--- src/m2q_pkg.sv ---
// Shared types and constants of the rotation-matrix-to-quaternion core.
// No dependencies.
`timescale 1ns / 1ps

package m2q_pkg;

  typedef enum logic [1:0] {
    SLOT_W,
    SLOT_X,
    SLOT_Y,
    SLOT_Z
  } slot_e;

  localparam int QUEUE_DEPTH = 4;
  localparam int QUEUE_AW    = 2;

endpackage

--- src/m2q_queue.sv ---
// Short item queue between front end and back end.
// Depends on m2q_pkg for its depth.
`timescale 1ns / 1ps

module m2q_queue #(
  parameter int ITEM_W = 70
) (
  input  logic              clk_i,
  input  logic              rst_ni,
  input  logic              push_i,
  input  logic [ITEM_W-1:0] push_data_i,
  output logic              full_o,
  input  logic              pop_i,
  output logic              pop_valid_o,
  output logic [ITEM_W-1:0] pop_data_o
);

  logic [ITEM_W-1:0]           mem_q [m2q_pkg::QUEUE_DEPTH];
  logic [m2q_pkg::QUEUE_AW-1:0] wr_q, rd_q;
  logic [m2q_pkg::QUEUE_AW:0]   count_q;
  logic                         do_push, do_pop;

  assign full_o      = count_q == (m2q_pkg::QUEUE_AW+1)'(m2q_pkg::QUEUE_DEPTH);
  assign pop_valid_o = count_q != '0;
  assign pop_data_o  = mem_q[rd_q];
  assign do_push     = push_i && !full_o;
  assign do_pop      = pop_i && pop_valid_o;

  always_ff @(posedge clk_i) begin
    if (do_push) begin
      mem_q[wr_q] <= push_data_i;
    end
  end

  always_ff @(posedge clk_i or negedge rst_ni) begin
    if (!rst_ni) begin
      wr_q    <= '0;
      rd_q    <= '0;
      count_q <= '0;
    end else begin
      if (do_push) wr_q <= wr_q + 1'b1;
      if (do_pop) rd_q <= rd_q + 1'b1;
      if (do_push && !do_pop) count_q <= count_q + 1'b1;
      else if (do_pop && !do_push) count_q <= count_q - 1'b1;
    end
  end

  a_count_bound: assert property (@(posedge clk_i) disable iff (!rst_ni)
    count_q <= (m2q_pkg::QUEUE_AW+1)'(m2q_pkg::QUEUE_DEPTH))
    else $error("queue count beyond depth");

  a_count_up: assert property (@(posedge clk_i) disable iff (!rst_ni)
    (do_push && !do_pop) |=> count_q == $past(count_q) + 1'b1)
    else $error("queue count missed a push");

endmodule

--- config.mk ---
export PLATFORM = sky130hd
export DESIGN_NAME = m2q_queue
export DESIGN_NICKNAME = d
export VERILOG_FILES = /design/src/m2q_pkg.sv /design/src/m2q_queue.sv
export SDC_FILE = /design/constraint.sdc
export NUM_CORES = 1
export LEC_CHECK = 0
export ABC_CLOCK_PERIOD_IN_PS = 3050
export BUFFER_PORTS_ARGS = -buffer_cell sky130_fd_sc_hd__buf_2
export CORE_ASPECT_RATIO = 1.75
export CORE_MARGIN = 2
export CORE_UTILIZATION = 45
export CTS_BUF_LIST = sky130_fd_sc_hd__clkbuf_4 sky130_fd_sc_hd__clkbuf_8
export DETAILED_ROUTE_END_ITERATION = 8
export PLACE_DENSITY = 0.67
export SLEW_MARGIN = 0
export SYNTH_ARGS = -nofsm -noshare
export SYNTH_HDL_FRONTEND = slang
export SYNTH_SLANG_ARGS = --single-unit
export TNS_END_PERCENT = 1
--- constraint.sdc ---
create_clock -name clk_i -period 3.05 [get_ports clk_i]
set_input_delay 0.1525 -clock clk_i [delete_from_list [all_inputs] [get_ports clk_i]]
set_output_delay 0.1525 -clock clk_i [all_outputs]
set_load 0.02 [all_outputs]
==> out/results.ini <==
[setup_path]
r2r_start=count_q[2]
critPathRequiredTime_ns=2.90
cp_max_fo=19
critical_path_class=reg2out
worstRegToRegCells=8
r2r_end=count_q[2]
r2r_setup_slack_ns=0.75
critPathArrivalTime_ns=2.34
endpoint_kind=primary output
cp-start-kind=flop

[yosys]
synth_area_per_cell_um2=26.4
synth-edff-count=280
syn_area_um2=10600
netlist_instances=401
async_reset_ff_frac=0.0244
synth_nets=481
yosysTopAreaCell=edfxtp_1
post_synth_num_cell_types=22
ys_top_cells_by_area=edfxtp_1, mux4_2, dfrtp_1
ys_ff_latch=287
ys.flop_type=edfxtp_1
synth_top_area_frac=0.793
ys.warnings.count=0
yosysSeqAreaShare=0.810

[timing]
min_period_over_period=0.817
rsz0062_at_grt=no
worst_slew_pin_slew_ns=0.603
layout_setup_ws_ns=0.557
tns_ns=0
hold_viol_final=0
slew_violations=0
relSlewSlack=0.597
min_period_ns=2.49
final-setup-viol-count=0
hold_slack_ns=0.125
clock_skew_ns=0.0173
fmax_mhz=401

[clock_network]
worstSkewPairLatency_ns=0.54
holdBufCountCts=73
cts_max_path_buffers=3
numCtsBuffers=39
htree_levels=2
cts_tree=built
post_cts_buffers=0
cts_resized=0
cts_root_buffer=clkbuf_8
path_clk_slew_ns=0.07
clkSinkCount=287

[outcome]
status=complete, no violations

[floorplanning]
pin_count=146
initial_core_util=0.456
fp.dieArea_um2=24800
fp.coreArea_um2=23200
die_w_um=120
die_y_um=207
num_rows=74

[pwr]
p_sw_mw=4.01
clkPwrFrac=0.229
p_seq_frac=0.445
intPower_mw=8.47
power_mw=12.5
leakagePower_nw=4.57
sw_frac_of_total=0.322
peakVddDrop_mv=0.974
pwr-share-comb=0.325
power_density_nw_per_um2=948

[placed_design]
port_buffers=145
globalplace.congestion=0.713
place_ws_ns=0.759
hpwl_mm=12.3

[cells_and_area]
nFillCells=1753
area_delta_synth_final_pct=24.3
nets=732
drive_above_1_share=0.426
mostFrequentLayoutCells=edfxtp_1, buf_2, dlygate4sd3_1
final_common_cell=edfxtp_1
final_core_util=0.567

[job]
maxCapViolCount=0

[route]
wl_per_cell_um=20.8
routed_via_density=5.10
ant_nets=0
drc_errors=0
drt_first_pass_iters=6
vias=5032
finalWirelength_mm=20.6
first_iter_violations=380

[global_routing]
track_usage=0.170
grt_pass1_vias=5727
grt_max_degree=71
grt_pass1_wl_mm=31.9
grt-ovfl-total=0
antenna_found_initial=2

[worst_hold_path]
hold_start=push_i
hold_depth=3
holdPathEnd=wr_q[0]
min_path_type=in2reg

-- layer usage --
layer | share of wire | global-route usage | vias up
met5 | 0 | 0 | -
met4 | 0.032 | 0.0742 | 0
met3 | 0.044 | 0.0297 | 41
met2 | 0.57 | 0.315 | 144
met1 | 0.36 | 0.189 | 2620
li1 | - | - | 2227
-- flip-flops by register name, indices dropped and copies added (netlist names) --
| register | cells |
|---|---|
| count_q | 3 |
| wr_q | 2 |
| rd_q | 2 |
| mem_q | 280 |
-- logic make-up (layout without fill, tap and decap cells) --
group	count (synthesis)	count (layout)	share of synthesized area
adders and majority gates	6	6	0.00779
buffers and inverters	20	300	0.0195
DFF	287	287	0.810
xor gates and xnor gates	6	6	0.00496
muxes	72	72	0.152
and+or+nand+nor	10	10	0.00590
other	0	2	0
-- worst max-delay path: stages (launching register included) --
cell	delay (ns)
dfrtp_4	0.60
buf_4	0.44
mux4_2	0.58
buf_2	0.18
-- power groups by stage --
| stage | Combinational [mW] | Clock, mW | Sequential [mW] |
|---|---|---|---|
| floorplan | 3.03 | 0 | 5.46 |
| global placement | 4.03 | 0 | 5.59 |
| detailed placement | 4.08 | 0 | 5.65 |
| CTS | 4.16 | 2.96 | 5.57 |
| global route | 4.33 | 3.10 | 5.64 |
| finish | 4.06 | 2.86 | 5.56 |
-- cell type report --
class | count | area (um^2) | share of cell area
antenna | 2 | 5.00 | 0.000380
clock inverter | 19 | 138 | 0.0104
multi-input combinational | 94 | 1820 | 0.138
tap | 304 | 380 | 0.0289
sequential | 287 | 8590 | 0.652
inverter | 3 | 11.3 | 0.000855
clock buffer | 51 | 633 | 0.0481
timing repair buffer | 227 | 1600 | 0.121
-- worst max path at each step --
stage	start	endpoint	slack, ns	depth (start not counted)
6_report	rd_q[0]	pop_data_o[37]	0.56	3
5_1_grt	rd_q[0]	pop_data_o[8]	0.41	3
4_1_cts	rd_q[0]	pop_data_o[37]	0.45	3
3_5_place_dp	count_q[2]	mem_q[0][61]	0.76	4
3_3_place_gp	count_q[2]	count_q[2]	0.83	8
2_1_floorplan	count_q[2]	mem_q[0][0]	0.11	4
-- synth_stat cells (2+ instances only) --
master,count
buf_12,7
mux4_1,2
dfrtp_1,7
mux4_2,68
buf_2,8
inv_1,3
xnor2_1,4
edfxtp_1,280
ha_1,5
xor2_1,2
and2_1,4
-- stage by stage --
stage	area (um^2)	cells
after floorplan	10600	401
after global routing	13200	987
after CTS	13200	985
final	13200	987
after global placement	11700	842
after detailed placement	11700	842
No activity file was read; power rests on OpenSTA's default activity.
