[src/m2q_pkg.sv]
// Shared types and constants of the rotation-matrix-to-quaternion core.
// No dependencies.
`timescale 1ns / 1ps

package m2q_pkg;

  typedef enum logic [1:0] {
    SLOT_W,
    SLOT_X,
    SLOT_Y,
    SLOT_Z
  } slot_e;

  localparam int QUEUE_DEPTH = 4;
  localparam int QUEUE_AW    = 2;

endpackage

[src/m2q_front.sv]
// Front end: trace test, pivot choice, root argument and numerators.
// Depends on m2q_pkg.
`timescale 1ns / 1ps

module m2q_front #(
  parameter int W = 16
) (
  input  logic signed [W-1:0] m00_i,
  input  logic signed [W-1:0] m01_i,
  input  logic signed [W-1:0] m02_i,
  input  logic signed [W-1:0] m10_i,
  input  logic signed [W-1:0] m11_i,
  input  logic signed [W-1:0] m12_i,
  input  logic signed [W-1:0] m20_i,
  input  logic signed [W-1:0] m21_i,
  input  logic signed [W-1:0] m22_i,
  output logic [4*W+5:0]      item_o
);

  typedef struct packed {
    m2q_pkg::slot_e  piv;
    logic [W:0]      arg;
    logic [2:0][W:0] d;
  } item_t;

  localparam logic [W+2:0] ONE_FX = (W+3)'(1) << (W-2);

  logic signed [W+2:0] e00, e01, e02, e10, e11, e12, e20, e21, e22;
  logic signed [W+2:0] tr, mii, arg_raw;
  logic signed [W+2:0] n0, n1, n2;
  logic                sel1, sel2;
  item_t               item;

  assign e00 = {{3{m00_i[W-1]}}, m00_i};
  assign e01 = {{3{m01_i[W-1]}}, m01_i};
  assign e02 = {{3{m02_i[W-1]}}, m02_i};
  assign e10 = {{3{m10_i[W-1]}}, m10_i};
  assign e11 = {{3{m11_i[W-1]}}, m11_i};
  assign e12 = {{3{m12_i[W-1]}}, m12_i};
  assign e20 = {{3{m20_i[W-1]}}, m20_i};
  assign e21 = {{3{m21_i[W-1]}}, m21_i};
  assign e22 = {{3{m22_i[W-1]}}, m22_i};

  assign tr   = e00 + e11 + e22;
  assign sel1 = e11 > e00;
  assign mii  = sel1 ? e11 : e00;
  assign sel2 = e22 > mii;

  always_comb begin
    if (tr > 0) begin
      item.piv = m2q_pkg::SLOT_W;
      arg_raw  = tr + ONE_FX;
      n0       = e12 - e21;
      n1       = e20 - e02;
      n2       = e01 - e10;
    end else if (sel2) begin
      item.piv = m2q_pkg::SLOT_Z;
      arg_raw  = e22 - (e00 + e11) + ONE_FX;
      n0       = e01 - e10;
      n1       = e20 + e02;
      n2       = e21 + e12;
    end else if (sel1) begin
      item.piv = m2q_pkg::SLOT_Y;
      arg_raw  = e11 - (e22 + e00) + ONE_FX;
      n0       = e20 - e02;
      n1       = e10 + e01;
      n2       = e12 + e21;
    end else begin
      item.piv = m2q_pkg::SLOT_X;
      arg_raw  = e00 - (e11 + e22) + ONE_FX;
      n0       = e12 - e21;
      n1       = e01 + e10;
      n2       = e02 + e20;
    end
    item.arg  = arg_raw[W+2] ? '0 : arg_raw[W:0];
    item.d[0] = n0[W:0];
    item.d[1] = n1[W:0];
    item.d[2] = n2[W:0];
  end

  assign item_o = item;

endmodule

[config.mk]
export PLATFORM = sky130hd
export DESIGN_NAME = m2q_front
export DESIGN_NICKNAME = d
export VERILOG_FILES = /design/src/m2q_pkg.sv /design/src/m2q_front.sv
export SDC_FILE = /design/constraint.sdc
export NUM_CORES = 1
export LEC_CHECK = 0
export BUFFER_PORTS_ARGS = -buffer_cell sky130_fd_sc_hd__buf_2
export CELL_PAD_IN_SITES_DETAIL_PLACEMENT = 2
export CELL_PAD_IN_SITES_GLOBAL_PLACEMENT = 2
export CORE_MARGIN = 5
export CORE_UTILIZATION = 37
export DETAILED_ROUTE_END_ITERATION = 16
export GPL_TIMING_DRIVEN = 0
export MAX_ROUTING_LAYER = met4
export PLACE_DENSITY_LB_ADDON = 0.1
export SLEW_MARGIN = 15
export SYNTH_ARGS = -nofsm -noshare
export SYNTH_HDL_FRONTEND = slang
export SYNTH_SLANG_ARGS = --single-unit
[constraint.sdc]
create_clock -name vclk -period 21.3
set_input_delay 6.39 -clock vclk [all_inputs]
set_output_delay 6.39 -clock vclk [all_outputs]
set_load 0.1 [all_outputs]
==> summary.txt <==
Placement
  • Gp weighted congestion: 0.9046
  • Buffers on Ports: 214
  • Post-DP HPWL: 44990 µm
  • Placed cell count: 2199
  • DP Area: 0.01340 mm²

Timing
  • Least-Margin Pin Slew: 1.118 ns
  • Fin. max-slew vios: 0
  • Slew margin rel.: 24.49%
  • Peak Freq: 47.58 MHz
  • Tmin final: 21.02 ns
  • RSZ-0062 raised after global routing: no
  • Final number of setup-violating endpoints: 0
  • Setup TNS: 0 ns
  • Fin crit share: 98.67%
  • Final Hold Viols: 0

Layout
  • Most frequent cells in the layout: ha_1 (256), buf_2 (221), inv_1 (173)
  • Nets: 2272
  • Layout cells sized above 1: 14.20%
  • Seq. cell area: 0 µm²
  • Core Util, Final: 42.51%
  • Area growth from synthesis to layout: 13.46%
  • Sequential cell count: 0
  • Clock buffer count in the final layout: 0
  • Final instance area: 0.01341 mm²
  • Non-Filler Instances: 2201
  • Commonest non-fill, non-tap cell in the layout: ha_1
  • Fillcell total: 3803

CTS
  • # hold bufs at CTS: 0
  • Setup Fix Bufs, Post-CTS: 0

Logic synthesis
  • Unique masters post-synth: 75
  • Ys Warns: 0
  • Proportion of netlist area held by the largest area contributor: 27.10%
  • Seq/Total Area, Yosys: 0%
  • Synthesized area per cell: 7.468 µm²
  • Cells after Synth: 1583
  • Yosys top cell by area: ha_1
  • Synth top area cells: ha_1 (27%), fa_1 (13%), inv_1 (5.5%)
  • Synthesized Nets: 2057
  • Post-synthesis cell area: 0.01182 mm²

Detailed routing
  • DRT Pass-1 Iters: 4
  • Vias/cell: 5.736
  • Drt total wl: 50570 µm
  • Routed Antenna Nets: 0
  • Vias after detailed routing: 12624
  • 1st-iter DRT viols: 597
  • Residual DRC: 0
  • WL per Instance: 22.97 µm

GRT
  • Largest net degree at the start of global routing: 11
  • Vias in the first global route: 13982
  • Global-route wire length before repair: 78810 µm
  • Congestion Overflow GR: 0
  • Total GRT Usage: 28.30%
  • Initial antenna violation count: 2

Setup path
  • Max Fanout on Critical Path: 10
  • Crit path kind: in2out
  • Crit start category: primary input
  • Critical Path End Type: primary output
  • CP required: 14.91 ns
  • CP arrival: 14.63 ns

Floorplan
  • DIE AREA: 0.03562 mm²
  • Boundary Pins: 214
  • Initial Util: 37.46%
  • Site row count: 65
  • Die height: 188.7 µm
  • Core ar.: 0.03156 mm²
  • Die X: 188.7 µm

Outcome
  • Status: finished, final reports clean

Run
  • Max Cap Viol: 0

Worst hold path
  • HP Class: in2out
==> path summary, 6_finish.rpt <==
path,depth (start not counted),startpoint,slack [ns],endpoint
worst max-delay path,25,m00_i[13],0.28,item_o[61]
worst min-delay path,4,m21_i[1],13.52,item_o[1]
==> routing by layer <==
metal  share of wire, %  track usage (%)  vias up
met5                  0                -        -
met4                3.2            7.399        0
met3                2.9            1.204       66
met2                 52            52.75      291
met1                 42            33.37     6300
li1                   -                -     5967
==> layout make-up <==
cell class                      instances  area, µm²  area share (%)
Antenna cell                            3      7.507         0.05597
Buffer                                 57      234.0           1.744
Inverter                              174      653.1           4.869
Multi-Input combinational cell       1351      10940           81.59
Tap cell                              402      503.0           3.750
Timing Repair Buffer                  214       1071           7.985
==> Yosys cell counts (all sizes together) (8+ instances only) <==
cell type	instances
ha	256
inv	174
nor2	154
a21oi	123
o21ai	100
nand2	89
fa	74
xnor2	74
clkbuf	46
xor2	42
nor3	35
nor2b	33
nand3	26
a21o	21
a31oi	19
o22ai	19
a211oi	18
nand2b	18
o21bai	18
o31ai	18
o21a	17
or3	16
and3	15
buf	12
mux2i	12
o211ai	12
mux2	11
a22oi	10
a221oi	9
a211o	8
nand4	8
nor3b	8
nor4	8
o41ai	8
==> cells by family after synthesis <==
kind of cell,after synthesis,synth area share [%]
AO/OA/AOI/OAI,452,24.90
adder cells (fa/ha/maj),330,39.63
buffers and inverters,232,7.441
multiplexers,23,2.064
AND/OR/NAND/NOR,430,17.37
XOR/XNOR,116,8.594
==> worst max-delay path: stages <==
cell and delay [ns]:
buf_2 0.14, inv_1 0.13, ha_1 0.35, or4b_1 0.65, nor4_2 0.54, o31ai_1 0.28, and2_1 0.27, a31oi_4 0.30
nand2_1 0.47, clkbuf_2 0.42, clkdlybuf4s15_2 0.50, nor2_1 0.18, a21oi_1 0.07, ha_1 0.33, nand4_1 0.18, a21oi_1 0.29
o21ai_0 0.15, a31oi_1 0.51, or2_2 0.22, clkbuf_1 0.36, nor3_1 0.12, or3_1 0.50, buf_2 0.25, o31ai_1 0.45
buf_2 0.52
==> stage by stage <==
| step | setup WS, ns | hold WS (ns) |
|---|---|---|
| 3_3_place_gp | -0.4085 | 13.46 |
| 4_1_cts | 0.05628 | 13.50 |
| 6_report | 0.2825 | 13.52 |
| 3_5_place_dp | -0.5905 | 13.49 |
| 5_1_grt | 0.09325 | 13.53 |
| 2_1_floorplan | 1.048 | 13.49 |
==> repair_timing <==
item,in CTS,in global routing
gates cloned,0,0
endpoints found under the setup margin,26,8
gates resized for setup,5,2
